**config.mk**
```make
export PLATFORM = sky130hd
export DESIGN_NAME = multimode_digital_input_unit_core
export DESIGN_NICKNAME = d
export VERILOG_FILES = /design/src/rtl/mdiu_pkg.sv /design/src/rtl/mdiu_fifo.sv /design/src/rtl/mdiu_front.sv /design/src/rtl/mdiu_div.sv /design/src/rtl/mdiu_back.sv /design/src/rtl/multimode_digital_input_unit_core.sv
export SDC_FILE = /design/constraint.sdc
export NUM_CORES = 2
export LEC_CHECK = 0
export BUFFER_PORTS_ARGS = -buffer_cell sky130_fd_sc_hd__buf_2
export CORE_MARGIN = 8
export CORE_UTILIZATION = 50
export CTS_BUF_LIST = sky130_fd_sc_hd__clkbuf_4
export CTS_CLUSTER_SIZE = 12
export DETAILED_ROUTE_END_ITERATION = 6
export PLACE_DENSITY = 0.74
export SYNTH_ARGS = -nofsm -noshare
export SYNTH_HDL_FRONTEND = slang
export SYNTH_SLANG_ARGS = --single-unit
```
**constraint.sdc**
```tcl
create_clock -name clk -period 35.4 [get_ports clk]
set_input_delay 7.08 -clock clk [delete_from_list [all_inputs] [get_ports clk]]
set_output_delay 7.08 -clock clk [all_outputs]
set_load 0.03 [all_outputs]
```
**src/rtl/mdiu_pkg.sv**
```systemverilog
// mdiu_pkg: shared types, constants and the quadrature step table
// for the multimode digital input unit; no dependencies
`default_nettype none
package mdiu_pkg;

  localparam int NUM_IN        = 4;
  localparam int PAIRS         = NUM_IN / 2;
  localparam int COUNT_W_DEF   = 32;
  localparam int ELAPSED_W     = 12;
  localparam int IDX_W         = 3;

  localparam logic [ELAPSED_W-1:0] ELAPSED_MAX = 12'd4095;
  localparam logic [ELAPSED_W-1:0] WIN_DEFAULT = 12'd1000;
  localparam logic [7:0]           DEB_DEFAULT = 8'd10;
  localparam logic [7:0]           SINCE_MAX   = 8'd255;

  localparam logic [1:0] MODE_LEVEL = 2'd0;
  localparam logic [1:0] MODE_FREQ  = 2'd1;
  localparam logic [1:0] MODE_ENC   = 2'd2;

  localparam logic [1:0] EDGE_RISE  = 2'd0;
  localparam logic [1:0] EDGE_FALL  = 2'd1;

  localparam logic [IDX_W-1:0] REG_MODES    = 3'd0;
  localparam logic [IDX_W-1:0] REG_EDGE_SEL = 3'd1;
  localparam logic [IDX_W-1:0] REG_DEBOUNCE = 3'd2;
  localparam logic [IDX_W-1:0] REG_WINDOW   = 3'd3;

  typedef struct packed {
    logic [2*NUM_IN-1:0] modes;
    logic [2*NUM_IN-1:0] edge_sel;
    logic [7:0]          debounce;
    logic [7:0]          window;
  } cfg_t;

  // one classified sample travelling from front to back
  typedef struct packed {
    logic [NUM_IN-1:0] pins;
    logic              tick;
    logic [NUM_IN-1:0] clr;
    logic [NUM_IN-1:0] hit;
    logic [PAIRS-1:0]  up;
    logic [PAIRS-1:0]  dn;
  } item_t;

  function automatic logic [1:0] mode_of(input logic [2*NUM_IN-1:0] m, input int i);
    mode_of = m[2*i +: 2];
  endfunction

  function automatic logic pair_active(input logic [2*NUM_IN-1:0] m, input int p);
    pair_active = (m[4*p +: 2] == MODE_ENC) && (m[4*p+2 +: 2] == MODE_ENC);
  endfunction

  // {up, dn} for index {prev_a, prev_b, cur_a, cur_b}
  function automatic logic [1:0] quad_step(input logic [3:0] idx);
    case (idx)
      4'd1, 4'd7, 4'd8, 4'd14:  quad_step = 2'b10;
      4'd2, 4'd4, 4'd11, 4'd13: quad_step = 2'b01;
      default:                  quad_step = 2'b00;
    endcase
  endfunction

endpackage
`default_nettype wire

```
**src/rtl/mdiu_fifo.sv**
```systemverilog
// mdiu_fifo: two-entry register queue between front and back
// depends on nothing but its width parameter
`default_nettype none
module mdiu_fifo #(
  parameter int W = 8
) (
  input  wire logic         clk,
  input  wire logic         rst_n,
  input  wire logic         wr_en,
  input  wire logic [W-1:0] wr_data,
  output logic              full,
  input  wire logic         rd_en,
  output logic [W-1:0]      rd_data,
  output logic              not_empty
);
  logic [W-1:0] mem_r [2];
  logic         wptr_r, rptr_r;
  logic [1:0]   cnt_r, cnt_nxt;

  assign full      = (cnt_r == 2'd2);
  assign not_empty = (cnt_r != 2'd0);
  assign rd_data   = mem_r[rptr_r];

  always_comb begin
    cnt_nxt = cnt_r;
    if (wr_en && !rd_en) cnt_nxt = cnt_r + 2'd1;
    if (!wr_en && rd_en) cnt_nxt = cnt_r - 2'd1;
  end

  always_ff @(posedge clk) begin
    if (!rst_n) begin
      wptr_r <= 1'b0;
      rptr_r <= 1'b0;
      cnt_r  <= 2'd0;
    end else begin
      if (wr_en) wptr_r <= ~wptr_r;
      if (rd_en) rptr_r <= ~rptr_r;
      cnt_r <= cnt_nxt;
    end
  end

  always_ff @(posedge clk) begin
    if (wr_en) mem_r[wptr_r] <= wr_data;
  end
endmodule
`default_nettype wire

```
**src/rtl/mdiu_front.sv**
```systemverilog
// mdiu_front: takes samples, detects edges and quadrature steps
// depends on mdiu_pkg
`default_nettype none
module mdiu_front (
  input  wire logic                        clk,
  input  wire logic                        rst_n,
  input  wire mdiu_pkg::cfg_t              cfg,
  input  wire logic                        resync,
  input  wire logic [2*mdiu_pkg::NUM_IN-1:0] modes_nxt,
  input  wire logic                        take,
  input  wire logic [mdiu_pkg::NUM_IN-1:0] pins,
  input  wire logic                        tick,
  input  wire logic [mdiu_pkg::NUM_IN-1:0] clr,
  output mdiu_pkg::item_t                  item
);
  import mdiu_pkg::*;

  logic [NUM_IN-1:0] prev_r;
  logic [1:0]        ab_r [PAIRS];
  logic [1:0]        cur_ab [PAIRS];

  always_comb begin
    logic was, now;
    item.pins = pins;
    item.tick = tick;
    item.clr  = clr;
    for (int i = 0; i < NUM_IN; i++) begin
      was = prev_r[i];
      now = pins[i];
      case (cfg.edge_sel[2*i +: 2])
        EDGE_RISE: item.hit[i] = !was && now;
        EDGE_FALL: item.hit[i] = was && !now;
        default:   item.hit[i] = was != now;
      endcase
      if (mode_of(cfg.modes, i) != MODE_FREQ) item.hit[i] = 1'b0;
    end
    for (int p = 0; p < PAIRS; p++) begin
      cur_ab[p] = {pins[2*p], pins[2*p+1]};
      {item.up[p], item.dn[p]} = pair_active(cfg.modes, p) ?
                                 quad_step({ab_r[p], cur_ab[p]}) : 2'b00;
    end
  end

  always_ff @(posedge clk) begin
    if (!rst_n) begin
      prev_r <= '1;
      for (int p = 0; p < PAIRS; p++) ab_r[p] <= 2'b11;
    end else if (resync) begin
      for (int p = 0; p < PAIRS; p++)
        if (pair_active(modes_nxt, p)) ab_r[p] <= {prev_r[2*p], prev_r[2*p+1]};
    end else if (take) begin
      prev_r <= pins;
      for (int p = 0; p < PAIRS; p++)
        if (pair_active(cfg.modes, p)) ab_r[p] <= cur_ab[p];
    end
  end
endmodule
`default_nettype wire

```
**src/rtl/mdiu_div.sv**
```systemverilog
// mdiu_div: restoring divider, one quotient bit per cycle
// depends on nothing but its width parameters
`default_nettype none
module mdiu_div #(
  parameter int NW = 42,
  parameter int DW = 12
) (
  input  wire logic          clk,
  input  wire logic          rst_n,
  input  wire logic          start,
  input  wire logic [NW-1:0] num,
  input  wire logic [DW-1:0] den,
  output logic               done,
  output logic [NW-1:0]      quot
);
  localparam int CW = $clog2(NW + 1);

  logic [DW-1:0] rem_r;
  logic [NW-1:0] q_r;
  logic [CW-1:0] cnt_r;
  logic [DW:0]   trial, diff;

  assign quot  = q_r;
  assign trial = {rem_r, q_r[NW-1]};
  assign diff  = trial - {1'b0, den};

  always_ff @(posedge clk) begin
    if (!rst_n) begin
      cnt_r <= '0;
      done  <= 1'b0;
    end else begin
      done <= 1'b0;
      if (start) begin
        cnt_r <= CW'(NW);
      end else if (cnt_r != '0) begin
        cnt_r <= cnt_r - CW'(1);
        if (cnt_r == CW'(1)) done <= 1'b1;
      end
    end
  end

  always_ff @(posedge clk) begin
    if (start) begin
      rem_r <= '0;
      q_r   <= num;
    end else if (cnt_r != '0) begin
      if (!diff[DW]) rem_r <= diff[DW-1:0];
      else           rem_r <= trial[DW-1:0];
      q_r <= {q_r[NW-2:0], !diff[DW]};
    end
  end
endmodule
`default_nettype wire

```
**src/rtl/mdiu_back.sv**
```systemverilog
// mdiu_back: counters, debounce, window and result register
// depends on mdiu_pkg and mdiu_div
`default_nettype none
module mdiu_back #(
  parameter int COUNT_WIDTH = mdiu_pkg::COUNT_W_DEF
) (
  input  wire logic                        clk,
  input  wire logic                        rst_n,
  input  wire mdiu_pkg::cfg_t              cfg,
  input  wire mdiu_pkg::item_t             item,
  input  wire logic                        item_valid,
  output logic                             item_pop,
  input  wire logic                        out_pop,
  output logic                             out_valid,
  output logic [mdiu_pkg::NUM_IN-1:0]      level_state,
  output logic [mdiu_pkg::NUM_IN-1:0]      changed_mask,
  output logic signed [31:0]               value_zero,
  output logic signed [31:0]               value_one,
  output logic signed [31:0]               value_two,
  output logic signed [31:0]               value_three,
  output logic                             mode_error
);
  import mdiu_pkg::*;

  localparam int NW = COUNT_WIDTH + 10;
  localparam logic [31:0] HZ_MAX = (COUNT_WIDTH < 32) ?
                                   32'((64'd1 << COUNT_WIDTH) - 64'd1) : 32'h7FFF_FFFF;
  localparam logic [2:0] ST_RUN   = 3'd0;
  localparam logic [2:0] ST_LOAD  = 3'd1;
  localparam logic [2:0] ST_START = 3'd2;
  localparam logic [2:0] ST_WAIT  = 3'd3;

  logic [2:0]             state_r, state_nxt;
  logic [2:0]             idx_r, idx_nxt;
  logic [COUNT_WIDTH-1:0] edge_r [NUM_IN], edge_nxt [NUM_IN], edge_step [NUM_IN];
  logic [COUNT_WIDTH-1:0] pos_r [PAIRS], pos_nxt [PAIRS], pos_step [PAIRS];
  logic [31:0]            hz_r [NUM_IN], hz_nxt [NUM_IN];
  logic [NUM_IN-1:0]      last_r, last_nxt, last_step;
  logic [NUM_IN-1:0]      stab_r, stab_nxt, stab_step;
  logic [7:0]             since_r [NUM_IN], since_nxt [NUM_IN], since_step [NUM_IN];
  logic [ELAPSED_W-1:0]   el_r, el_nxt, el_step, win, den_r, den_nxt;
  logic [NW-1:0]          num_r, num_nxt, quot;
  logic [NUM_IN-1:0]      lvl, chg, lvl_r, lvl_nxt, chg_r, chg_nxt;
  logic                   div_start, div_done, can_emit, emit, win_end;
  logic [NUM_IN-1:0]      e_lvl, e_chg;
  logic [COUNT_WIDTH-1:0] e_pos [PAIRS];
  logic                   ov_r, ov_nxt;
  logic [NUM_IN-1:0]      ol_r, ol_nxt, oc_r, oc_nxt;
  logic [31:0]            ovals_r [NUM_IN], ovals_nxt [NUM_IN];
  logic                   oerr_r, oerr_nxt, err;
  logic [7:0]             deb;
  logic [1:0]             idx;

  assign idx          = idx_r[1:0];
  assign out_valid    = ov_r;
  assign level_state  = ol_r;
  assign changed_mask = oc_r;
  assign value_zero   = ovals_r[0];
  assign value_one    = ovals_r[1];
  assign value_two    = ovals_r[2];
  assign value_three  = ovals_r[3];
  assign mode_error   = oerr_r;
  assign can_emit     = !ov_r || out_pop;

  mdiu_div #(.NW(NW), .DW(ELAPSED_W)) u_div (
    .clk   (clk),
    .rst_n (rst_n),
    .start (div_start),
    .num   (num_r),
    .den   (den_r),
    .done  (div_done),
    .quot  (quot)
  );

  // per-item step
  always_comb begin
    deb = (cfg.debounce == '0) ? DEB_DEFAULT : cfg.debounce;
    win = ({4'd0, cfg.window} << 3) + ({4'd0, cfg.window} << 1);
    if (win == '0) win = WIN_DEFAULT;
    el_step = (item.tick && el_r < ELAPSED_MAX) ? el_r + 1'b1 : el_r;
    win_end = el_step >= win;
    for (int i = 0; i < NUM_IN; i++) begin
      edge_step[i] = item.clr[i] ? '0 : edge_r[i];
      if (item.hit[i]) edge_step[i] = edge_step[i] + 1'b1;
      last_step[i]  = last_r[i];
      since_step[i] = since_r[i];
      stab_step[i]  = stab_r[i];
      chg[i] = 1'b0;
      lvl[i] = 1'b0;
      if (mode_of(cfg.modes, i) == MODE_LEVEL) begin
        if (item.pins[i] != last_r[i]) begin
          last_step[i]  = item.pins[i];
          since_step[i] = '0;
        end else if (item.tick && since_r[i] < SINCE_MAX) begin
          since_step[i] = since_r[i] + 8'd1;
        end
        if (since_step[i] >= deb && item.pins[i] != stab_r[i]) begin
          stab_step[i] = item.pins[i];
          chg[i] = 1'b1;
        end
        lvl[i] = !stab_step[i];
      end
    end
    for (int p = 0; p < PAIRS; p++) begin
      pos_step[p] = (item.clr[2*p] || item.clr[2*p+1]) ? '0 : pos_r[p];
      if (item.up[p])      pos_step[p] = pos_step[p] + 1'b1;
      else if (item.dn[p]) pos_step[p] = pos_step[p] - 1'b1;
    end
    err = 1'b0;
    for (int p = 0; p < PAIRS; p++)
      if ((mode_of(cfg.modes, 2*p) == MODE_ENC) != (mode_of(cfg.modes, 2*p+1) == MODE_ENC))
        err = 1'b1;
  end

  // control and result
  always_comb begin
    state_nxt = state_r;
    idx_nxt   = idx_r;
    edge_nxt  = edge_r;
    pos_nxt   = pos_r;
    hz_nxt    = hz_r;
    last_nxt  = last_r;
    stab_nxt  = stab_r;
    since_nxt = since_r;
    el_nxt    = el_r;
    den_nxt   = den_r;
    num_nxt   = num_r;
    lvl_nxt   = lvl_r;
    chg_nxt   = chg_r;
    item_pop  = 1'b0;
    div_start = 1'b0;
    emit      = 1'b0;
    e_lvl     = lvl_r;
    e_chg     = chg_r;
    e_pos     = pos_r;
    case (state_r)
      ST_RUN: begin
        if (item_valid && can_emit) begin
          item_pop  = 1'b1;
          edge_nxt  = edge_step;
          pos_nxt   = pos_step;
          last_nxt  = last_step;
          stab_nxt  = stab_step;
          since_nxt = since_step;
          if (win_end) begin
            el_nxt    = '0;
            den_nxt   = el_step;
            idx_nxt   = '0;
            lvl_nxt   = lvl;
            chg_nxt   = chg;
            state_nxt = ST_LOAD;
          end else begin
            el_nxt = el_step;
            emit   = 1'b1;
            e_lvl  = lvl;
            e_chg  = chg;
            e_pos  = pos_step;
          end
        end
      end
      ST_LOAD: begin
        if (idx_r == IDX_W'(NUM_IN)) begin
          if (can_emit) begin
            emit      = 1'b1;
            state_nxt = ST_RUN;
          end
        end else if (mode_of(cfg.modes, int'(idx)) == MODE_FREQ) begin
          // edges times 1000 as shifts
          num_nxt   = (NW'(edge_r[idx]) << 10) - (NW'(edge_r[idx]) << 4)
                    - (NW'(edge_r[idx]) << 3);
          state_nxt = ST_START;
        end else begin
          idx_nxt = idx_r + 3'd1;
        end
      end
      ST_START: begin
        div_start = 1'b1;
        state_nxt = ST_WAIT;
      end
      ST_WAIT: begin
        if (div_done) begin
          hz_nxt[idx]   = (quot > NW'(HZ_MAX)) ? HZ_MAX : quot[31:0];
          edge_nxt[idx] = '0;
          idx_nxt       = idx_r + 3'd1;
          state_nxt     = ST_LOAD;
        end
      end
      default: state_nxt = ST_RUN;
    endcase
  end

  // output register
  always_comb begin
    ov_nxt    = ov_r;
    ol_nxt    = ol_r;
    oc_nxt    = oc_r;
    ovals_nxt = ovals_r;
    oerr_nxt  = oerr_r;
    if (out_pop && ov_r) ov_nxt = 1'b0;
    if (emit) begin
      ov_nxt   = 1'b1;
      ol_nxt   = e_lvl;
      oc_nxt   = e_chg;
      oerr_nxt = err;
      for (int i = 0; i < NUM_IN; i++) begin
        if (mode_of(cfg.modes, i) == MODE_ENC && (i >> 1) < PAIRS)
          ovals_nxt[i] = 32'($signed(e_pos[i >> 1]));
        else if (mode_of(cfg.modes, i) == MODE_FREQ)
          ovals_nxt[i] = hz_nxt[i];
        else
          ovals_nxt[i] = '0;
      end
    end
  end

  always_ff @(posedge clk) begin
    if (!rst_n) begin
      state_r <= ST_RUN;
      idx_r   <= '0;
      ov_r    <= 1'b0;
      last_r  <= '1;
      stab_r  <= '1;
      el_r    <= '0;
      for (int i = 0; i < NUM_IN; i++) begin
        edge_r[i]  <= '0;
        hz_r[i]    <= '0;
        since_r[i] <= '0;
      end
      for (int p = 0; p < PAIRS; p++) pos_r[p] <= '0;
    end else begin
      state_r <= state_nxt;
      idx_r   <= idx_nxt;
      ov_r    <= ov_nxt;
      last_r  <= last_nxt;
      stab_r  <= stab_nxt;
      el_r    <= el_nxt;
      edge_r  <= edge_nxt;
      hz_r    <= hz_nxt;
      since_r <= since_nxt;
      pos_r   <= pos_nxt;
    end
  end

  always_ff @(posedge clk) begin
    den_r   <= den_nxt;
    num_r   <= num_nxt;
    lvl_r   <= lvl_nxt;
    chg_r   <= chg_nxt;
    ol_r    <= ol_nxt;
    oc_r    <= oc_nxt;
    ovals_r <= ovals_nxt;
    oerr_r  <= oerr_nxt;
  end
endmodule
`default_nettype wire

```
**src/rtl/multimode_digital_input_unit_core.sv**
```systemverilog
// multimode_digital_input_unit_core: top level of the digital input unit
// depends on mdiu_pkg, mdiu_front, mdiu_fifo, mdiu_back, mdiu_div
//
//   channel  direction  handshake          payload
//   in_      in         in_push / in_full  pin_sample, ms_tick, clear_mask
//   out_     out        out_pop / out_empty level_state, changed_mask, value_*, mode_error
//   cfg_     in         cfg_wr_en          cfg_index, cfg_wdata
//
// the back end takes one item per cycle while the receiver keeps up and no window is closing
// when a frequency window closes, each frequency input runs through the serial divider:
//   states ST_LOAD, then ST_START, then ST_WAIT for each frequency input
// the two-entry queue lets the front take samples while the back end divides
// a waiting result stalls the back end; two more transfers in fill the queue, then in_full
// synchronous active-low reset; pins reset idle high, all counters to zero
`default_nettype none
module multimode_digital_input_unit_core #(
  parameter int COUNT_WIDTH = mdiu_pkg::COUNT_W_DEF
) (
  input  wire logic                            clk,
  input  wire logic                            rst_n,
  input  wire logic                            in_push,
  output logic                                 in_full,
  input  wire logic [mdiu_pkg::NUM_IN-1:0]     in_pin_sample,
  input  wire logic                            in_ms_tick,
  input  wire logic [mdiu_pkg::NUM_IN-1:0]     in_clear_mask,
  output logic                                 out_empty,
  input  wire logic                            out_pop,
  output logic [mdiu_pkg::NUM_IN-1:0]          out_level_state,
  output logic [mdiu_pkg::NUM_IN-1:0]          out_changed_mask,
  output logic signed [31:0]                   out_value_zero,
  output logic signed [31:0]                   out_value_one,
  output logic signed [31:0]                   out_value_two,
  output logic signed [31:0]                   out_value_three,
  output logic                                 out_mode_error,
  input  wire logic                            cfg_wr_en,
  input  wire logic [mdiu_pkg::IDX_W-1:0]      cfg_index,
  input  wire logic [7:0]                      cfg_wdata
);
  import mdiu_pkg::*;

  cfg_t                cfg_r, cfg_nxt;
  logic                resync;
  logic                take;
  item_t               f_item, q_item;
  logic                q_valid, q_pop, out_valid;

  // register writes; a mode or edge write resyncs the encoder pairs
  always_comb begin
    cfg_nxt = cfg_r;
    resync  = 1'b0;
    if (cfg_wr_en) begin
      case (cfg_index)
        REG_MODES: begin
          cfg_nxt.modes = cfg_wdata;
          resync = 1'b1;
        end
        REG_EDGE_SEL: begin
          cfg_nxt.edge_sel = cfg_wdata;
          resync = 1'b1;
        end
        REG_DEBOUNCE: cfg_nxt.debounce = cfg_wdata;
        REG_WINDOW:   cfg_nxt.window   = cfg_wdata;
        default:      cfg_nxt = cfg_r;
      endcase
    end
  end

  always_ff @(posedge clk) begin
    if (!rst_n) cfg_r <= '0;
    else        cfg_r <= cfg_nxt;
  end

  assign take      = in_push && !in_full;
  assign out_empty = !out_valid;

  mdiu_front u_front (
    .clk       (clk),
    .rst_n     (rst_n),
    .cfg       (cfg_r),
    .resync    (resync),
    .modes_nxt (cfg_nxt.modes),
    .take      (take),
    .pins      (in_pin_sample),
    .tick      (in_ms_tick),
    .clr       (in_clear_mask),
    .item      (f_item)
  );

  // queue between classification and the counters
  mdiu_fifo #(.W($bits(item_t))) u_fifo (
    .clk       (clk),
    .rst_n     (rst_n),
    .wr_en     (take),
    .wr_data   (f_item),
    .full      (in_full),
    .rd_en     (q_pop),
    .rd_data   (q_item),
    .not_empty (q_valid)
  );

  mdiu_back #(.COUNT_WIDTH(COUNT_WIDTH)) u_back (
    .clk          (clk),
    .rst_n        (rst_n),
    .cfg          (cfg_r),
    .item         (q_item),
    .item_valid   (q_valid),
    .item_pop     (q_pop),
    .out_pop      (out_pop),
    .out_valid    (out_valid),
    .level_state  (out_level_state),
    .changed_mask (out_changed_mask),
    .value_zero   (out_value_zero),
    .value_one    (out_value_one),
    .value_two    (out_value_two),
    .value_three  (out_value_three),
    .mode_error   (out_mode_error)
  );
endmodule
`default_nettype wire

```
==> results summary <==
The number of distinct standard cells referenced by the synthesized netlist is 107. The initial core utilization came out at 50.40%. Synthesis inferred 714 register bits. For this design the top-level I/O count stands at 164.

The area of the die is 88770 um2. The end of the worst hold path is u_back.hz_r[63]$_SDFF_PN0_. In this run the most critical hold path is launched from u_back.hz_r[63]$_SDFF_PN0_.

The routed via count came out at 36177. The total nets after synthesis is 4846. STA classifies the critical path startpoint as an input port. The final global-route overflow total came out at 0.

The HPWL after detailed placement is 79890 um. Across the routed clock network, the largest skew measured is 0.1003 ns. Leaving out fill and tap cells, the most frequent cells in the layout are 671 x sky130_fd_sc_hd__nor2_1, 583 x sky130_fd_sc_hd__nand2_1, 456 x sky130_fd_sc_hd__a21oi_1. The tightest min-delay check is of the reg -> reg type.

Yosys attributes the largest share of cell area to sky130_fd_sc_hd__dfxtp_1 22%, sky130_fd_sc_hd__edfxtp_1 21%, sky130_fd_sc_hd__nor2_1 6.4%. The critical path in this run is classified as in -> reg. TritonCTS built the clock tree. Counting along the longest clock path gives a buffer depth of 3. The mean area per synthesized cell came out at 8.537 um2.

The area of all sequential standard cells came out at 17060 um2. The worst hold margin is 0.4481 ns. Counting tap cells, the placed design contains a total of 5611 instances. From bottom edge to top edge, the die measures 298.0 um. The main flop type after synthesis is sky130_fd_sc_hd__dfxtp_1. After layout, the worst path uses 27.99% of the clock period. Routability-driven placement finished with a final weighted congestion of 0.9342. The top cell type by area accounts for 22.06% of the synthesized area.

The endpoint identified for the worst register-to-register timing path is u_back.value_two[30]$_DFFE_PP_. The post-layout worst setup margin came out at 25.49 ns. The number of clock buffers added by TritonCTS is 185. The total leakage power came out at 16.82 nW.

Clock-pin slew was measured on the worst setup and hold paths at 0.06 ns. After floorplanning, the core was divided into 103 placement rows. The relative area change from synthesis to final layout is 9.821%.

The root buffer selected by CTS is sky130_fd_sc_hd__clkbuf_4. In this design, the critical path's most frequently occurring cell is sky130_fd_sc_hd__buf_4. Of all cell types, the one taking the most synthesized area is sky130_fd_sc_hd__dfxtp_1. The number of cells on the worst hold path came out at 2. The number of buffer and inverter stages on the critical path is 4.

CTS built an H-tree with a depth of 4. The count of yosys warnings during synthesis is 0. The area inside the core boundary is 78870 um2. The number of instances in the synthesized netlist is 4656. The post-CTS repair timing setup buffer count is 0. The cell area after technology mapping is 39750 um2. The combined global-route utilization of all metal layers came out at 25.05%. Setup repair after global routing left no endpoint under its margin. The first-pass detailed-route iteration total is 6. In this run the worst setup path begins at out_pop. The worst pin sits at a relative slew slack of 13.20%.

The smallest clock period supported by the final layout is computed as 9.908 ns. Prior to clock tree synthesis, the placed netlist has a worst setup slack of 24.51 ns. The multi-input combinational cells in the finished layout cover a total of 21040 um2.

The largest fanout on the critical path is 54. Traced cell by cell, the critical path runs through buf_2, nor2_1, or4_4, inv_4, nand3_2, o31ai_4, buf_4, buf_4. The worst setup path is captured at a flip-flop. The first global-routing pass estimated 182200 um of wire.

The library cell contributing the largest single delay on the critical path is sky130_fd_sc_hd__or4_4. The die is 298.0 um wide. The clock latency reported for the late side of the worst-skew pair came out at 1.08 ns. The worst-case register-to-register setup slack came out at 29.30 ns. The number of global-route vias before repair came out at 33521. The actual transition at the worst max-transition pin is 1.288 ns.

Counting flops with a built-in enable in the synthesized netlist gives 276. In the final layout, the share of cells above drive strength 1 is 13.51%. The count of final max-slew check failures is 0. The final wirelength is 116200 um. The number of antenna-violating nets in the routed design is 0. The peak clock frequency supported by timing is 0.1009 GHz. The required time of the critical path came out at 36.03 ns.

The flow ran to the end, and the final reports show no timing, DRC or antenna violations. In this design, the stage delay of the slowest critical-path cell is 0.81 ns. The post-synthesis async set-or-reset flop share is 0%. Max-cap violations in this run came to 0. The number of DRC markers after the initial detailed-route iteration is 3634. The initial antenna violation count is 6. The total DRC errors in the routed layout is 0. The library cell used most frequently in the layout, excluding fill and tap cells, is sky130_fd_sc_hd__nor2_1. The length in cells of the worst reg-to-reg path came out at 14. The cell family contributing the most delay on the critical path is buffers and inverters. The number of nets in the final layout is 4938. After routing, the total negative slack on setup checks comes to 0 ns. Entering global routing, the biggest net connects 156 pins. The post-detailed-route via-to-cell ratio came out at 6.067.

The count of port buffers added during placement is 163. Data on the critical path arrives at its endpoint at 10.54 ns. The count of final hold-check violations came to 0. The number of gates given a new drive strength after cts is 0. The final cell count without fillers came out at 5963.

After synthesis, flip-flops and latches occupy 42.91% of the total area. The power density of the placed cells came out at 70.34 nW/um2. The count of final setup violators came out at 0.

Fill cells in the final layout number 7217. The sink count of the clock tree came out at 714. Across the VDD grid, the largest voltage drop is 0.04531 mV.

Hold repair after CTS inserted 0 buffers. The average wire per standard cell came out at 19.48 um.
## report_power, final
group / switching, mW / internal [mW] / leakage (nW) / total [mW]
Combinational: 0.806 / 0.365 / 9.10 / 1.17
Clock: 0.359 / 0.392 / 1.51 / 0.751
Sequential: 0.117 / 1.03 / 6.21 / 1.15
Total: 1.28 / 1.79 / 16.8 / 3.07
## synth_stat cells (57+ instances only)
master / number
sky130_fd_sc_hd__dfxtp_1: 438
sky130_fd_sc_hd__o22ai_1: 135
sky130_fd_sc_hd__inv_1: 133
sky130_fd_sc_hd__edfxtp_1: 276
sky130_fd_sc_hd__nand3_1: 101
sky130_fd_sc_hd__and3_1: 57
sky130_fd_sc_hd__clkbuf_1: 258
sky130_fd_sc_hd__ha_1: 138
sky130_fd_sc_hd__xnor2_1: 73
sky130_fd_sc_hd__a22oi_1: 65
sky130_fd_sc_hd__a21oi_1: 456
sky130_fd_sc_hd__o21ai_0: 248
sky130_fd_sc_hd__nand4_1: 70
sky130_fd_sc_hd__nor2_1: 677
sky130_fd_sc_hd__nand2_1: 587
sky130_fd_sc_hd__nor3_1: 97
## sequential cells by signal, indices dropped and copies added (netlist names), 32 cells and up, named ones only
signal	count
cfg_r	32
u_back.edge_r	128
u_back.hz_r	128
u_back.num_r	39
u_back.pos_r	64
u_back.since_r	32
u_back.u_div.quot	42
u_back.value_one	32
u_back.value_three	32
u_back.value_two	32
u_back.value_zero	32
u_fifo.mem_r	34
## worst min-delay path, cell delays in order (launching register included)
cell,delay [ns]
sky130_fd_sc_hd__dfxtp_1,0.30
sky130_fd_sc_hd__nand2_1,0.07
sky130_fd_sc_hd__nor2_1,0.04
## how the worst max path moves through the flow
| stage | slack [ns] | endpoint | cells past startpoint |
|---|---|---|---|
| 2_1_floorplan | 17.35 | u_back.changed_mask[0]$_DFFE_PP_ | 2 |
| 3_3_place_gp | 24.59 | u_back.value_one[20]$_DFFE_PP_ | 8 |
| 3_5_place_dp | 24.51 | u_back.value_one[20]$_DFFE_PP_ | 8 |
| 4_1_cts | 25.63 | u_back.value_three[14]$_DFFE_PP_ | 8 |
| 5_1_grt | 25.37 | u_back.edge_r[33]$_SDFFE_PN0P_ | 9 |
| 6_report | 25.49 | u_back.value_two[30]$_DFFE_PP_ | 8 |
## metrics by stage
stage | utilization [%] | area (um2) | total power [mW]
floorplan | - | 39750 | 2.016
CTS | 55.33 | 43640 | 3.067
finish | 55.35 | 43650 | 3.070
global placement | 52.13 | 41120 | 2.294
global route | 55.35 | 43650 | 3.247
detailed placement | 52.13 | 41120 | 2.315
## kinds of logic after synthesis
logic type | count (synthesis) | share of synthesized area, %
AOI/OAI and AO/OA | 1279 | 19.71
and+or+nand+nor | 1843 | 21.15
muxes | 99 | 3.651
adders and majority gates | 165 | 5.704
DFF | 714 | 42.91
buffers and inverters | 441 | 4.338
xor gates and xnor gates | 115 | 2.534
## area by class of cell
| type | instances | share of cell area [%] |
|---|---|---|
| Sequential cell | 714 | 39.08 |
| Antenna cell | 5 | 0.02866 |
| Inverter | 134 | 1.175 |
| Multi-Input combinational cell | 3501 | 48.19 |
| Timing Repair Buffer | 212 | 2.740 |
| Clock inverter | 43 | 0.5503 |
| Tap cell | 1050 | 3.010 |
| Clock buffer | 304 | 5.228 |
## metal layers
metal  share of wire [%]  track usage, %
met5               0.011               0
met2                  46           40.14
met1                  41           32.21
met4                 4.7           12.68
met3                 9.0           4.757
No activity file was read; power rests on OpenSTA's default activity.
